===== src/rtl/shelf_atlas_packer_defines.svh =====
// assertion helpers, clocked on clk and disabled while rst is high
`ifndef SHELF_ATLAS_PACKER_DEFINES_SVH
`define SHELF_ATLAS_PACKER_DEFINES_SVH

// same-cycle implication
`define SAP_ASSERT_IMPL(name, a, c) \
  name: assert property (@(posedge clk) disable iff (rst) (a) |-> (c)) \
    else $error("shelf atlas packer assertion failed");

// next-cycle implication
`define SAP_ASSERT_NEXT(name, a, c) \
  name: assert property (@(posedge clk) disable iff (rst) (a) |=> (c)) \
    else $error("shelf atlas packer assertion failed");

`endif


===== src/rtl/sap_pkg.sv =====
package sap_pkg;

  localparam int unsigned DIM_W = 16;
  localparam int unsigned CUR_W = 18;
  localparam int unsigned Q_W   = 17;
  localparam int unsigned SUM_W = 20;

  localparam logic [Q_W-1:0]   Q16_ONE    = 17'h10000;
  localparam logic [CUR_W-1:0] CURSOR_MAX = 18'h3ffff;

  localparam logic [DIM_W-1:0] ATLAS_W_RESET  = 16'd1024;
  localparam logic [DIM_W-1:0] ATLAS_H_RESET  = 16'd1024;
  localparam logic [DIM_W-1:0] BASE_PAD_RESET = 16'd0;

  // register indexes on the configuration port
  localparam int unsigned CFG_IDX_W = 2;
  localparam logic [CFG_IDX_W-1:0] CFG_ATLAS_WIDTH  = 2'd0;
  localparam logic [CFG_IDX_W-1:0] CFG_ATLAS_HEIGHT = 2'd1;
  localparam logic [CFG_IDX_W-1:0] CFG_BASE_PADDING = 2'd2;

  // shared divider: 16 fraction bits, four per cycle
  localparam int unsigned DIV_BITS_PER_STEP = 4;
  localparam int unsigned DIV_STEPS = DIM_W / DIV_BITS_PER_STEP;
  localparam int unsigned DIV_CNT_W = $clog2(DIV_STEPS);

  // division slots of one item
  localparam int unsigned NUM_DIVS  = 6;
  localparam int unsigned DIV_IDX_W = $clog2(NUM_DIVS);
  localparam logic [DIV_IDX_W-1:0] DIV_UV_U  = 3'd0;
  localparam logic [DIV_IDX_W-1:0] DIV_UV_V  = 3'd1;
  localparam logic [DIV_IDX_W-1:0] DIV_UV_W  = 3'd2;
  localparam logic [DIV_IDX_W-1:0] DIV_UV_H  = 3'd3;
  localparam logic [DIV_IDX_W-1:0] DIV_INV_W = 3'd4;
  localparam logic [DIV_IDX_W-1:0] DIV_INV_H = 3'd5;

  typedef struct packed {
    logic             start_pass;
    logic             tex_present;
    logic [DIM_W-1:0] tex_width;
    logic [DIM_W-1:0] tex_height;
    logic [DIM_W-1:0] fallback_width;
    logic [DIM_W-1:0] fallback_height;
    logic [DIM_W-1:0] entry_padding;
  } item_t;

  typedef struct packed {
    logic             placed;
    logic [DIM_W-1:0] pos_x;
    logic [DIM_W-1:0] pos_y;
    logic [DIM_W-1:0] size_w;
    logic [DIM_W-1:0] size_h;
    logic [Q_W-1:0]   uv_u;
    logic [Q_W-1:0]   uv_v;
    logic [Q_W-1:0]   uv_w;
    logic [Q_W-1:0]   uv_h;
    logic [Q_W-1:0]   inv_w;
    logic [Q_W-1:0]   inv_h;
  } result_t;

  typedef struct packed {
    logic load;
    logic start;
    logic clamp;
    logic fit;
    logic row;
    logic check;
    logic commit;
  } shelf_cmd_t;

  typedef struct packed {
    logic             placed;
    logic [CUR_W-1:0] cx;
    logic [CUR_W-1:0] cy;
    logic [DIM_W-1:0] w;
    logic [DIM_W-1:0] h;
  } geom_t;

  typedef struct packed {
    logic             start;
    logic [CUR_W-1:0] num;
    logic [DIM_W-1:0] den;
  } div_cmd_t;

  typedef struct packed {
    logic           done;
    logic [Q_W-1:0] quot;
  } div_stat_t;

endpackage


===== src/rtl/sap_div.sv =====
module sap_div (
  input  logic                 clk,
  input  logic                 rst,
  input  sap_pkg::div_cmd_t    cmd,
  output sap_pkg::div_stat_t   stat
);

  logic                            busy;
  logic                            done;
  logic [sap_pkg::DIV_CNT_W-1:0]   cnt;
  logic                            sat;
  logic [sap_pkg::DIM_W-1:0]       den;
  logic [sap_pkg::DIM_W-1:0]       rem;
  logic [sap_pkg::DIM_W-1:0]       quot;
  logic [sap_pkg::DIM_W-1:0]       rem_next;
  logic [sap_pkg::DIM_W-1:0]       quot_next;
  logic                            sat_next;

  // num >= den gives a ratio of at least one, which saturates
  assign sat_next = cmd.num >= {2'b00, cmd.den};

  // restoring steps, DIV_BITS_PER_STEP quotient bits at a time
  always_comb begin
    logic [sap_pkg::DIM_W:0] t;
    rem_next  = rem;
    quot_next = quot;
    for (int i = 0; i < sap_pkg::DIV_BITS_PER_STEP; i++) begin
      t = {rem_next, 1'b0};
      if (t >= {1'b0, den}) begin
        rem_next  = sap_pkg::DIM_W'(t - {1'b0, den});
        quot_next = {quot_next[sap_pkg::DIM_W-2:0], 1'b1};
      end else begin
        rem_next  = t[sap_pkg::DIM_W-1:0];
        quot_next = {quot_next[sap_pkg::DIM_W-2:0], 1'b0};
      end
    end
  end

  always_ff @(posedge clk) begin
    if (rst) begin
      busy <= 1'b0;
      done <= 1'b0;
      cnt  <= '0;
    end else if (cmd.start) begin
      busy <= 1'b1;
      done <= 1'b0;
      cnt  <= '0;
    end else if (busy) begin
      cnt <= cnt + 1'b1;
      if (cnt == sap_pkg::DIV_CNT_W'(sap_pkg::DIV_STEPS - 1)) begin
        busy <= 1'b0;
        done <= 1'b1;
      end
    end else begin
      done <= 1'b0;
    end
  end

  always_ff @(posedge clk) begin
    if (cmd.start) begin
      den  <= cmd.den;
      sat  <= sat_next;
      rem  <= sat_next ? '0 : cmd.num[sap_pkg::DIM_W-1:0];
      quot <= '0;
    end else if (busy) begin
      rem  <= rem_next;
      quot <= quot_next;
    end
  end

  assign stat.done = done;
  assign stat.quot = sat ? sap_pkg::Q16_ONE : {1'b0, quot};

endmodule


===== src/rtl/sap_shelf.sv =====
module sap_shelf (
  input  logic                       clk,
  input  logic                       rst,
  input  sap_pkg::shelf_cmd_t        cmd,
  input  sap_pkg::item_t             item,
  input  logic [sap_pkg::DIM_W-1:0]  aw,
  input  logic [sap_pkg::DIM_W-1:0]  ah,
  input  logic [sap_pkg::DIM_W-1:0]  bp,
  output sap_pkg::geom_t             geom
);

  logic [sap_pkg::CUR_W-1:0] cx;
  logic [sap_pkg::CUR_W-1:0] cy;
  logic [sap_pkg::DIM_W-1:0] rh;
  logic                      placed;
  logic [sap_pkg::DIM_W-1:0] pad;
  logic [sap_pkg::DIM_W-1:0] w;
  logic [sap_pkg::DIM_W-1:0] h;
  logic [sap_pkg::DIM_W-1:0] room_w;
  logic [sap_pkg::DIM_W-1:0] room_h;

  logic [sap_pkg::DIM_W-1:0] size_w_sel;
  logic [sap_pkg::DIM_W-1:0] size_h_sel;
  logic [sap_pkg::DIM_W-1:0] pad_sel;
  logic [sap_pkg::DIM_W:0]   pad2;
  logic [sap_pkg::DIM_W-1:0] room_w_calc;
  logic [sap_pkg::DIM_W-1:0] room_h_calc;
  logic [sap_pkg::DIM_W-1:0] lim_w;
  logic [sap_pkg::DIM_W-1:0] lim_h;
  logic [sap_pkg::DIM_W-1:0] w_fit;
  logic [sap_pkg::DIM_W-1:0] h_fit;
  logic [sap_pkg::SUM_W-1:0] sum_x;
  logic [sap_pkg::SUM_W-1:0] sum_y;
  logic [sap_pkg::SUM_W-1:0] bottom;
  logic [sap_pkg::CUR_W-1:0] next_row_y;
  logic                      row_new;
  logic                      fits;

  always_comb begin
    size_w_sel = item.tex_present ? item.tex_width  : item.fallback_width;
    size_h_sel = item.tex_present ? item.tex_height : item.fallback_height;
    if (size_w_sel == '0) size_w_sel = sap_pkg::DIM_W'(1);
    if (size_h_sel == '0) size_h_sel = sap_pkg::DIM_W'(1);
    pad_sel = (item.entry_padding > bp) ? item.entry_padding : bp;
  end

  // room left after padding on both sides, zero when padding eats the atlas
  assign pad2        = {pad, 1'b0};
  assign room_w_calc = ({1'b0, aw} > pad2) ? aw - pad2[sap_pkg::DIM_W-1:0] : '0;
  assign room_h_calc = ({1'b0, ah} > pad2) ? ah - pad2[sap_pkg::DIM_W-1:0] : '0;
  assign lim_w       = (room_w == '0) ? sap_pkg::DIM_W'(1) : room_w;
  assign lim_h       = (room_h == '0) ? sap_pkg::DIM_W'(1) : room_h;
  assign w_fit       = (w < lim_w) ? w : lim_w;
  assign h_fit       = (h < lim_h) ? h : lim_h;

  assign sum_x   = {2'b00, cx} + {4'b0000, w} + {4'b0000, pad};
  assign row_new = sum_x > {4'b0000, aw};
  assign sum_y   = {2'b00, cy} + {4'b0000, rh} + {4'b0000, bp};
  assign next_row_y = (sum_y > {2'b00, sap_pkg::CURSOR_MAX}) ? sap_pkg::CURSOR_MAX
                                                             : sum_y[sap_pkg::CUR_W-1:0];
  assign bottom  = {2'b00, cy} + {4'b0000, h} + {4'b0000, pad};
  assign fits    = bottom <= {4'b0000, ah};

  // cursor state
  always_ff @(posedge clk) begin
    if (rst) begin
      cx     <= {2'b00, sap_pkg::BASE_PAD_RESET};
      cy     <= {2'b00, sap_pkg::BASE_PAD_RESET};
      rh     <= '0;
      placed <= 1'b0;
    end else begin
      if (cmd.load && cmd.start) begin
        cx <= {2'b00, bp};
        cy <= {2'b00, bp};
        rh <= '0;
      end
      if (cmd.row && row_new) begin
        cx <= {2'b00, bp};
        cy <= next_row_y;
        rh <= '0;
      end
      if (cmd.check) placed <= fits;
      if (cmd.commit && placed) begin
        cx <= sum_x[sap_pkg::CUR_W-1:0];
        rh <= (h > rh) ? h : rh;
      end
    end
  end

  // per-item working values
  always_ff @(posedge clk) begin
    if (cmd.load) begin
      w   <= size_w_sel;
      h   <= size_h_sel;
      pad <= pad_sel;
    end
    if (cmd.clamp) begin
      room_w <= room_w_calc;
      room_h <= room_h_calc;
    end
    if (cmd.fit) begin
      w <= w_fit;
      h <= h_fit;
    end
  end

  assign geom.placed = placed;
  assign geom.cx     = cx;
  assign geom.cy     = cy;
  assign geom.w      = w;
  assign geom.h      = h;

endmodule


===== src/rtl/shelf_atlas_packer.sv =====
// shelf atlas packer: places rectangles row by row in a fixed atlas
//
// item channel: item_valid / item_stall / item; a request is taken when
// item_valid is high and item_stall is low. item_stall stays high while an
// item is being worked on and during reset.
// result channel: result_valid / result_stall / result; exactly one result
// per item, held in an output register until taken, so the next item is
// accepted while a result still waits.
// config channel: cfg_valid / cfg_ready / cfg_index / cfg_data, ready outside
// reset; index 0 atlas width, 1 atlas height, 2 base padding. write only when idle.
// items are taken one at a time: a new item is accepted only after the previous
// one has left ST_DONE. the work is four geometry steps followed by
// six divisions on one shared divider (four quotient bits per
// cycle). if the previous result is still stalled the new result waits.
// reset: atlas 1024 x 1024, base padding 0, cursors and row height 0, no
// result pending.
`include "shelf_atlas_packer_defines.svh"

module shelf_atlas_packer (
  input  logic                           clk,
  input  logic                           rst,
  input  logic                           item_valid,
  output logic                           item_stall,
  input  sap_pkg::item_t                 item,
  output logic                           result_valid,
  input  logic                           result_stall,
  output sap_pkg::result_t               result,
  input  logic                           cfg_valid,
  output logic                           cfg_ready,
  input  logic [sap_pkg::CFG_IDX_W-1:0]  cfg_index,
  input  logic [sap_pkg::DIM_W-1:0]      cfg_data
);

  typedef enum logic [2:0] {
    ST_IDLE,
    ST_CLAMP,
    ST_FIT,
    ST_ROW,
    ST_CHECK,
    ST_DIV,
    ST_DONE
  } state_t;

  state_t                          state;
  logic [sap_pkg::DIV_IDX_W-1:0]   k;
  logic                            issue;
  logic [sap_pkg::Q_W-1:0]         quot [sap_pkg::NUM_DIVS];

  logic [sap_pkg::DIM_W-1:0]       atlas_width;
  logic [sap_pkg::DIM_W-1:0]       atlas_height;
  logic [sap_pkg::DIM_W-1:0]       base_padding;
  logic [sap_pkg::DIM_W-1:0]       aw;
  logic [sap_pkg::DIM_W-1:0]       ah;

  logic                            accept;
  logic                            out_free;
  logic [sap_pkg::DIV_IDX_W-1:0]   op_k;
  sap_pkg::shelf_cmd_t             shelf_cmd;
  sap_pkg::geom_t                  geom;
  sap_pkg::div_cmd_t               div_cmd;
  sap_pkg::div_stat_t              div_stat;
  sap_pkg::result_t                result_next;

  assign cfg_ready  = !rst;
  assign item_stall = rst || (state != ST_IDLE);
  assign accept     = item_valid && !item_stall;
  assign out_free   = !result_valid || !result_stall;

  assign aw = (atlas_width  == '0) ? sap_pkg::DIM_W'(1) : atlas_width;
  assign ah = (atlas_height == '0) ? sap_pkg::DIM_W'(1) : atlas_height;

  always_ff @(posedge clk) begin
    if (rst) begin
      atlas_width  <= sap_pkg::ATLAS_W_RESET;
      atlas_height <= sap_pkg::ATLAS_H_RESET;
      base_padding <= sap_pkg::BASE_PAD_RESET;
    end else if (cfg_valid && cfg_ready) begin
      case (cfg_index)
        sap_pkg::CFG_ATLAS_WIDTH:  atlas_width  <= cfg_data;
        sap_pkg::CFG_ATLAS_HEIGHT: atlas_height <= cfg_data;
        sap_pkg::CFG_BASE_PADDING: base_padding <= cfg_data;
        default: ;
      endcase
    end
  end

  always_comb begin
    shelf_cmd.load   = accept;
    shelf_cmd.start  = accept && item.start_pass;
    shelf_cmd.clamp  = (state == ST_CLAMP);
    shelf_cmd.fit    = (state == ST_FIT);
    shelf_cmd.row    = (state == ST_ROW);
    shelf_cmd.check  = (state == ST_CHECK);
    shelf_cmd.commit = (state == ST_DONE) && out_free;
  end

  sap_shelf u_shelf (
    .clk  (clk),
    .rst  (rst),
    .cmd  (shelf_cmd),
    .item (item),
    .aw   (aw),
    .ah   (ah),
    .bp   (base_padding),
    .geom (geom)
  );

  // the next division starts in the cycle the previous one finishes
  assign op_k = div_stat.done ? k + 1'b1 : k;

  always_comb begin
    div_cmd.start = (state == ST_DIV) &&
                    (issue || (div_stat.done && k != sap_pkg::DIV_INV_H));
    case (op_k)
      sap_pkg::DIV_UV_U: begin
        div_cmd.num = geom.cx;
        div_cmd.den = aw;
      end
      sap_pkg::DIV_UV_V: begin
        div_cmd.num = geom.cy;
        div_cmd.den = ah;
      end
      sap_pkg::DIV_UV_W: begin
        div_cmd.num = {2'b00, geom.w};
        div_cmd.den = aw;
      end
      sap_pkg::DIV_UV_H: begin
        div_cmd.num = {2'b00, geom.h};
        div_cmd.den = ah;
      end
      sap_pkg::DIV_INV_W: begin
        div_cmd.num = sap_pkg::CUR_W'(1);
        div_cmd.den = geom.placed ? geom.w : aw;
      end
      default: begin
        div_cmd.num = sap_pkg::CUR_W'(1);
        div_cmd.den = geom.placed ? geom.h : ah;
      end
    endcase
  end

  sap_div u_div (
    .clk  (clk),
    .rst  (rst),
    .cmd  (div_cmd),
    .stat (div_stat)
  );

  always_comb begin
    result_next.placed = geom.placed;
    result_next.inv_w  = quot[sap_pkg::DIV_INV_W];
    result_next.inv_h  = quot[sap_pkg::DIV_INV_H];
    if (geom.placed) begin
      result_next.pos_x  = geom.cx[sap_pkg::DIM_W-1:0];
      result_next.pos_y  = geom.cy[sap_pkg::DIM_W-1:0];
      result_next.size_w = geom.w;
      result_next.size_h = geom.h;
      result_next.uv_u   = quot[sap_pkg::DIV_UV_U];
      result_next.uv_v   = quot[sap_pkg::DIV_UV_V];
      result_next.uv_w   = quot[sap_pkg::DIV_UV_W];
      result_next.uv_h   = quot[sap_pkg::DIV_UV_H];
    end else begin
      // rejected: full-atlas uv
      result_next.pos_x  = '0;
      result_next.pos_y  = '0;
      result_next.size_w = sap_pkg::DIM_W'(1);
      result_next.size_h = sap_pkg::DIM_W'(1);
      result_next.uv_u   = '0;
      result_next.uv_v   = '0;
      result_next.uv_w   = sap_pkg::Q16_ONE;
      result_next.uv_h   = sap_pkg::Q16_ONE;
    end
  end

  always_ff @(posedge clk) begin
    if (rst) begin
      state        <= ST_IDLE;
      result_valid <= 1'b0;
      k            <= '0;
      issue        <= 1'b0;
    end else begin
      if (state == ST_DONE && out_free) begin
        result_valid <= 1'b1;
      end else if (!result_stall) begin
        result_valid <= 1'b0;
      end
      case (state)
        ST_IDLE:  if (accept) state <= ST_CLAMP;
        ST_CLAMP: state <= ST_FIT;
        ST_FIT:   state <= ST_ROW;
        ST_ROW:   state <= ST_CHECK;
        ST_CHECK: begin
          state <= ST_DIV;
          k     <= '0;
          issue <= 1'b1;
        end
        ST_DIV: begin
          issue <= 1'b0;
          if (div_stat.done) begin
            quot[k] <= div_stat.quot;
            if (k == sap_pkg::DIV_INV_H) state <= ST_DONE;
            else k <= k + 1'b1;
          end
        end
        ST_DONE: begin
          if (out_free) begin
            result <= result_next;
            state  <= ST_IDLE;
          end
        end
        default: state <= ST_IDLE;
      endcase
    end
  end

  `SAP_ASSERT_NEXT(a_accept_busy, accept, item_stall)
  `SAP_ASSERT_IMPL(a_div_in_seq, div_stat.done, state == ST_DIV)
  `SAP_ASSERT_IMPL(a_reject_pos, result_valid && !result.placed, result.pos_x == '0)
  `SAP_ASSERT_IMPL(a_reject_uv, result_valid && !result.placed, result.uv_w == sap_pkg::Q16_ONE)
  `SAP_ASSERT_NEXT(a_result_load, state == ST_DONE && out_free, result_valid && state == ST_IDLE)

endmodule

===== config.mk =====
export PLATFORM = sky130hd
export DESIGN_NAME = shelf_atlas_packer
export DESIGN_NICKNAME = d
export VERILOG_FILES = /design/src/rtl/sap_pkg.sv /design/src/rtl/sap_div.sv /design/src/rtl/sap_shelf.sv /design/src/rtl/shelf_atlas_packer.sv
export VERILOG_INCLUDE_DIRS = /design/src /design/src/rtl
export SDC_FILE = /design/constraint.sdc
export NUM_CORES = 1
export LEC_CHECK = 0
export BUFFER_PORTS_ARGS = -buffer_cell sky130_fd_sc_hd__buf_2
export CAP_MARGIN = 20
export CORE_UTILIZATION = 50
export DETAILED_ROUTE_END_ITERATION = 10
export PLACE_DENSITY_LB_ADDON = 0.3
export REMOVE_ABC_BUFFERS = 1
export SYNTH_ARGS = -nofsm -noshare
export SYNTH_HDL_FRONTEND = slang
export SYNTH_HIERARCHICAL = 1
export SYNTH_SLANG_ARGS = --single-unit
export TNS_END_PERCENT = 50

===== constraint.sdc =====
create_clock -name clk -period 21.7 [get_ports clk]
set_clock_uncertainty 0.05 [all_clocks]
set_input_delay 2.17 -clock clk [delete_from_list [all_inputs] [get_ports clk]]
set_output_delay 2.17 -clock clk [all_outputs]
set_load 0.02 [all_outputs]

==> implementation parameters <==
Parameter                              Value

Logic synthesis
  Ys async rst share ... 0%
  Top flip-flop cell by instance count after synthesis ... sky130_fd_sc_hd__edfxtp_1
  Number of synthesized flops with an enable pin ... 382
  Avg Inst Size Synth ... 10.4 µm²
  Cell area after technology mapping ... 32000 µm²
  #FFs+latches synth ... 511
  Synth area leader ... sky130_fd_sc_hd__edfxtp_1
  Cell count after synthesis ... 3066
  Area share of the leading cell type in the synthesized netlist ... 35.9%
  Sequential cell area fraction in the yosys report ... 44.0%
  Number of warnings printed during yosys synthesis ... 6
  Number of unique standard cell types used by synthesis ... 100
  Synth area leaders ... sky130_fd_sc_hd__edfxtp_1, sky130_fd_sc_hd__ha_1, sky130_fd_sc_hd__dfxtp_1, sky130_fd_sc_hd__and2_1, sky130_fd_sc_hd__a21oi_1

Run
  Max Cap Violations ... 0

Timing
  Maximum operating frequency ... 90.4 MHz
  Hold Vio Cnt, Final ... 0
  Unrepaired setup endpoints after global routing ... false
  Share of the clock period used by the worst path after layout ... 51.0%
  Setup-failing EPs final ... 0
  Final min period ... 11.06 ns
  Slew of the pin with the lowest slew margin ... 1.07 ns
  Hold WS ... 0.368 ns
  Count of final max-slew check failures ... 0
  Final sum of negative setup slack ... 0 ns
  Setup slack of the critical path after layout ... 10.64 ns
  Max-slew headroom ... 28.5%

Floorplan
  Width of the die ... 255 µm
  Starting density of the core ... 50.7%
  Core area ... 63100 µm²
  Die outline height ... 255 µm
  Area of the die ... 65000 µm²
  Io pins ... 275
  Total number of placement rows ... 92

Power
  Combinational fraction of design power ... 23.1%
  Switching Share ... 30.8%
  Register share of total power ... 41.7%
  Total power per unit cell area ... 77.6 nW/µm²
  Internal Dissipation ... 0.00193 W
  Switching pwr ... 0.000859 W
  Highest ir drop seen on vdd ... 60.2 µV
  Clock power share ... 35.2%
  Total leakage power ... 14.3 nW

Routing
  Per-cell routed wire length ... 24.1 µm
  Antenna-violating nets left ... 0
  Final WL ... 101000 µm
  Detailed-route via count ... 25349
  Detailed-route vias per instance ... 6.06
  Number of detailed-route iterations in the first pass ... 6
  Violation count after the first detailed-routing iteration ... 2368
  DRC violation count after routing ... 0

Worst setup path
  Slowest cell on the critical path ... sky130_fd_sc_hd__edfxtp_1
  Arrival time of data at the critical path endpoint ... 11.53 ns
  Critical Path Source Type ... flop
  Largest fanout on the critical path ... 19
  Endpoint kind of the worst setup timing path ... flop
  Category of the most critical setup path ... flop to flop
  Logic depth of the worst register-to-register path ... 36
  Delay of the slowest critical-path stage ... 0.57 ns
  Required time of the critical path ... 22.16 ns

Clock tree
  Root cell of the clock tree ... sky130_fd_sc_hd__clkbuf_16
  TritonCTS sink count ... 511
  Hold-fix buffers at CTS ... 0
  TritonCTS clock tree ... yes
  Post CTS Setup Buffer Count ... 0
  Clock tree buffer depth ... 3
  Cts repair resizes ... 0
  Clk slew on worst S/H paths ... 0.08 ns
  # H-tree levels ... 2
  CTS buffer count ... 54
  Worst skew pair latency ... 0.64 ns

GRT
  Number of antenna violations at the first check in global routing ... 2
  Total Routing Usage GR ... 30.6%
  Pin count of the biggest net entering global routing ... 110
  Via count of the first global-routing pass ... 24537
  Total congestion overflow ... 0
  First-pass GRT wire length ... 148000 µm

Hold path
  Worst hold path class ... flop to flop
  Instance count along the most critical hold path ... 0

Layout
  Nets@finish ... 3701
  Share of cells above drive strength 1 ... 15.8%
  Area overhead of the layout relative to synthesis ... 12.5%
  Core utilization of the finished layout ... 57.0%
  Non-Filler Cell Area, Final ... 36000 µm²

Placed design
  Worst slack, placed ... 10.78 ns
  GPL Wtd Cong ... 0.983
  Cell area after placement ... 34000 µm²
  Half-perimeter wire length after placement ... 75800 µm
  Port Buffers ... 274

Run status
  Run status ... completed
## synth_stat cells (21+ instances only)
cell type                  number
sky130_fd_sc_hd__o21a_1        60
sky130_fd_sc_hd__nor2b_1       53
sky130_fd_sc_hd__nand2b_1      38
sky130_fd_sc_hd__ha_1         269
sky130_fd_sc_hd__nand4_1       35
sky130_fd_sc_hd__inv_1        191
sky130_fd_sc_hd__mux2_2        36
sky130_fd_sc_hd__nor3_1        60
sky130_fd_sc_hd__nor2_1       195
sky130_fd_sc_hd__dfxtp_1      129
sky130_fd_sc_hd__mux2i_1       72
sky130_fd_sc_hd__and2_1       159
sky130_fd_sc_hd__xnor2_1       72
sky130_fd_sc_hd__or2_2         26
sky130_fd_sc_hd__clkbuf_1      97
sky130_fd_sc_hd__nand3_1       25
sky130_fd_sc_hd__xor2_1        40
sky130_fd_sc_hd__o21ai_0      128
sky130_fd_sc_hd__fa_1          39
sky130_fd_sc_hd__a21oi_1      185
sky130_fd_sc_hd__and3_1        21
sky130_fd_sc_hd__nand2_1      243
sky130_fd_sc_hd__a21o_1        66
sky130_fd_sc_hd__nor4_1        33
sky130_fd_sc_hd__a211oi_1      39
sky130_fd_sc_hd__edfxtp_1     382
## worst max-delay path: cells and delay by family, from the launching register on
kind            cells  cell delay (ns)
flops               1             0.57
mux                 2             0.69
fa+ha+maj           4             1.55
buf+inv             1             0.37
compound gates     22             6.13
simple gates        7             1.55
## state kept, by name, indices dropped and copies added (netlist names), 16 cells and up
name and cells:
u_div/rem 16, u_shelf/room_w 16, u_shelf/cy 18, u_div/den 16, quot 102, atlas_width 16
u_shelf/w 16, u_shelf/room_h 16, result 167, base_padding 16, u_div/quot 16, u_shelf/cx 18
u_shelf/h 16, u_shelf/rh 16, atlas_height 16, u_shelf/pad 16
## final cells by class
class                      instances  area (µm²)
timing repair buffer             307        1620
antenna                            4        10.0
sequential                       511       14100
tap                              846        1060
clock buffer                      68        1460
inverter                         192         721
fill                            5481       27100
multi-input combinational       2222       16600
clock inverter                    33         448
## power groups by stage
stage / sequential (W) / combinational (W) / clock [W]
2_1_floorplan: 0.00113 / 0.000459 / 0
3_3_place_gp: 0.00118 / 0.000602 / 0
3_5_place_dp: 0.00118 / 0.000623 / 0
4_1_cts: 0.00116 / 0.000629 / 0.000997
5_1_grt: 0.00116 / 0.000708 / 0.00103
6_report: 0.00116 / 0.000643 / 0.000983
## placed cells by master, fill, tap and decap left out, types with 16 or more instances in the layout
cell type / count
sky130_fd_sc_hd__mux4_2: 16
sky130_fd_sc_hd__clkbuf_16: 54
sky130_fd_sc_hd__xnor2_1: 72
sky130_fd_sc_hd__o21ai_0: 127
sky130_fd_sc_hd__nor2b_1: 52
sky130_fd_sc_hd__nand3_1: 25
sky130_fd_sc_hd__nand2b_1: 38
sky130_fd_sc_hd__or2_2: 26
sky130_fd_sc_hd__o221ai_1: 17
sky130_fd_sc_hd__a211oi_1: 39
sky130_fd_sc_hd__fa_1: 39
sky130_fd_sc_hd__a21oi_1: 184
sky130_fd_sc_hd__edfxtp_1: 382
sky130_fd_sc_hd__nand2_1: 243
sky130_fd_sc_hd__mux2_2: 36
sky130_fd_sc_hd__a22o_1: 16
sky130_fd_sc_hd__nor4_1: 33
sky130_fd_sc_hd__buf_4: 34
sky130_fd_sc_hd__o21a_1: 60
sky130_fd_sc_hd__buf_2: 273
sky130_fd_sc_hd__a21o_1: 66
sky130_fd_sc_hd__nor2_1: 195
sky130_fd_sc_hd__nor3_1: 57
sky130_fd_sc_hd__dfxtp_1: 128
sky130_fd_sc_hd__ha_1: 269
sky130_fd_sc_hd__and3_1: 21
sky130_fd_sc_hd__xor2_1: 40
sky130_fd_sc_hd__inv_1: 191
sky130_fd_sc_hd__a31oi_1: 19
sky130_fd_sc_hd__mux2i_1: 72
sky130_fd_sc_hd__nand4_1: 35
sky130_fd_sc_hd__and2_1: 158
## cells by family (layout without fill, tap and decap cells)
logic type               Yosys count  after routing  share of synthesized area [%]
buffers and inverters            333            600                           4.34
XOR/XNOR                         114            114                           3.24
flip-flops                       511            511                           44.0
adder cells (fa/ha/maj)          308            308                           13.0
AO/OA/AOI/OAI                    724            724                           15.6
AND/OR/NAND/NOR                  951            951                           15.2
other                              0              4                              0
multiplexers                     125            125                           4.70
## metrics by stage
step / total power (W) / cells
CTS: 0.00279 / 4179
detailed placement: 0.00180 / 4078
floorplan: 0.00159 / 2925
finish: 0.00279 / 4183
global route: 0.00290 / 4179
global placement: 0.00178 / 4078
## worst paths after layout
kind	from	slack (ns)	end
worst max-delay path	u_div/den[0]$_DFFE_PP_	10.64	u_div/rem[9]$_DFFE_PP_
worst min-delay path	quot[4][5]$_DFFE_PP_	0.37	result[22]$_DFFE_PP_
worst max register to register	u_div/den[0]$_DFFE_PP_	10.64	u_div/rem[9]$_DFFE_PP_
worst min register to register	quot[4][5]$_DFFE_PP_	0.37	result[22]$_DFFE_PP_
## metal layers
layer	GRT usage, %	wire length, µm
met5	0	18
met4	15.0	5460
met3	4.67	7040
met2	51.0	47900
met1	38.7	40400
No activity file was read; power rests on OpenSTA's default activity.
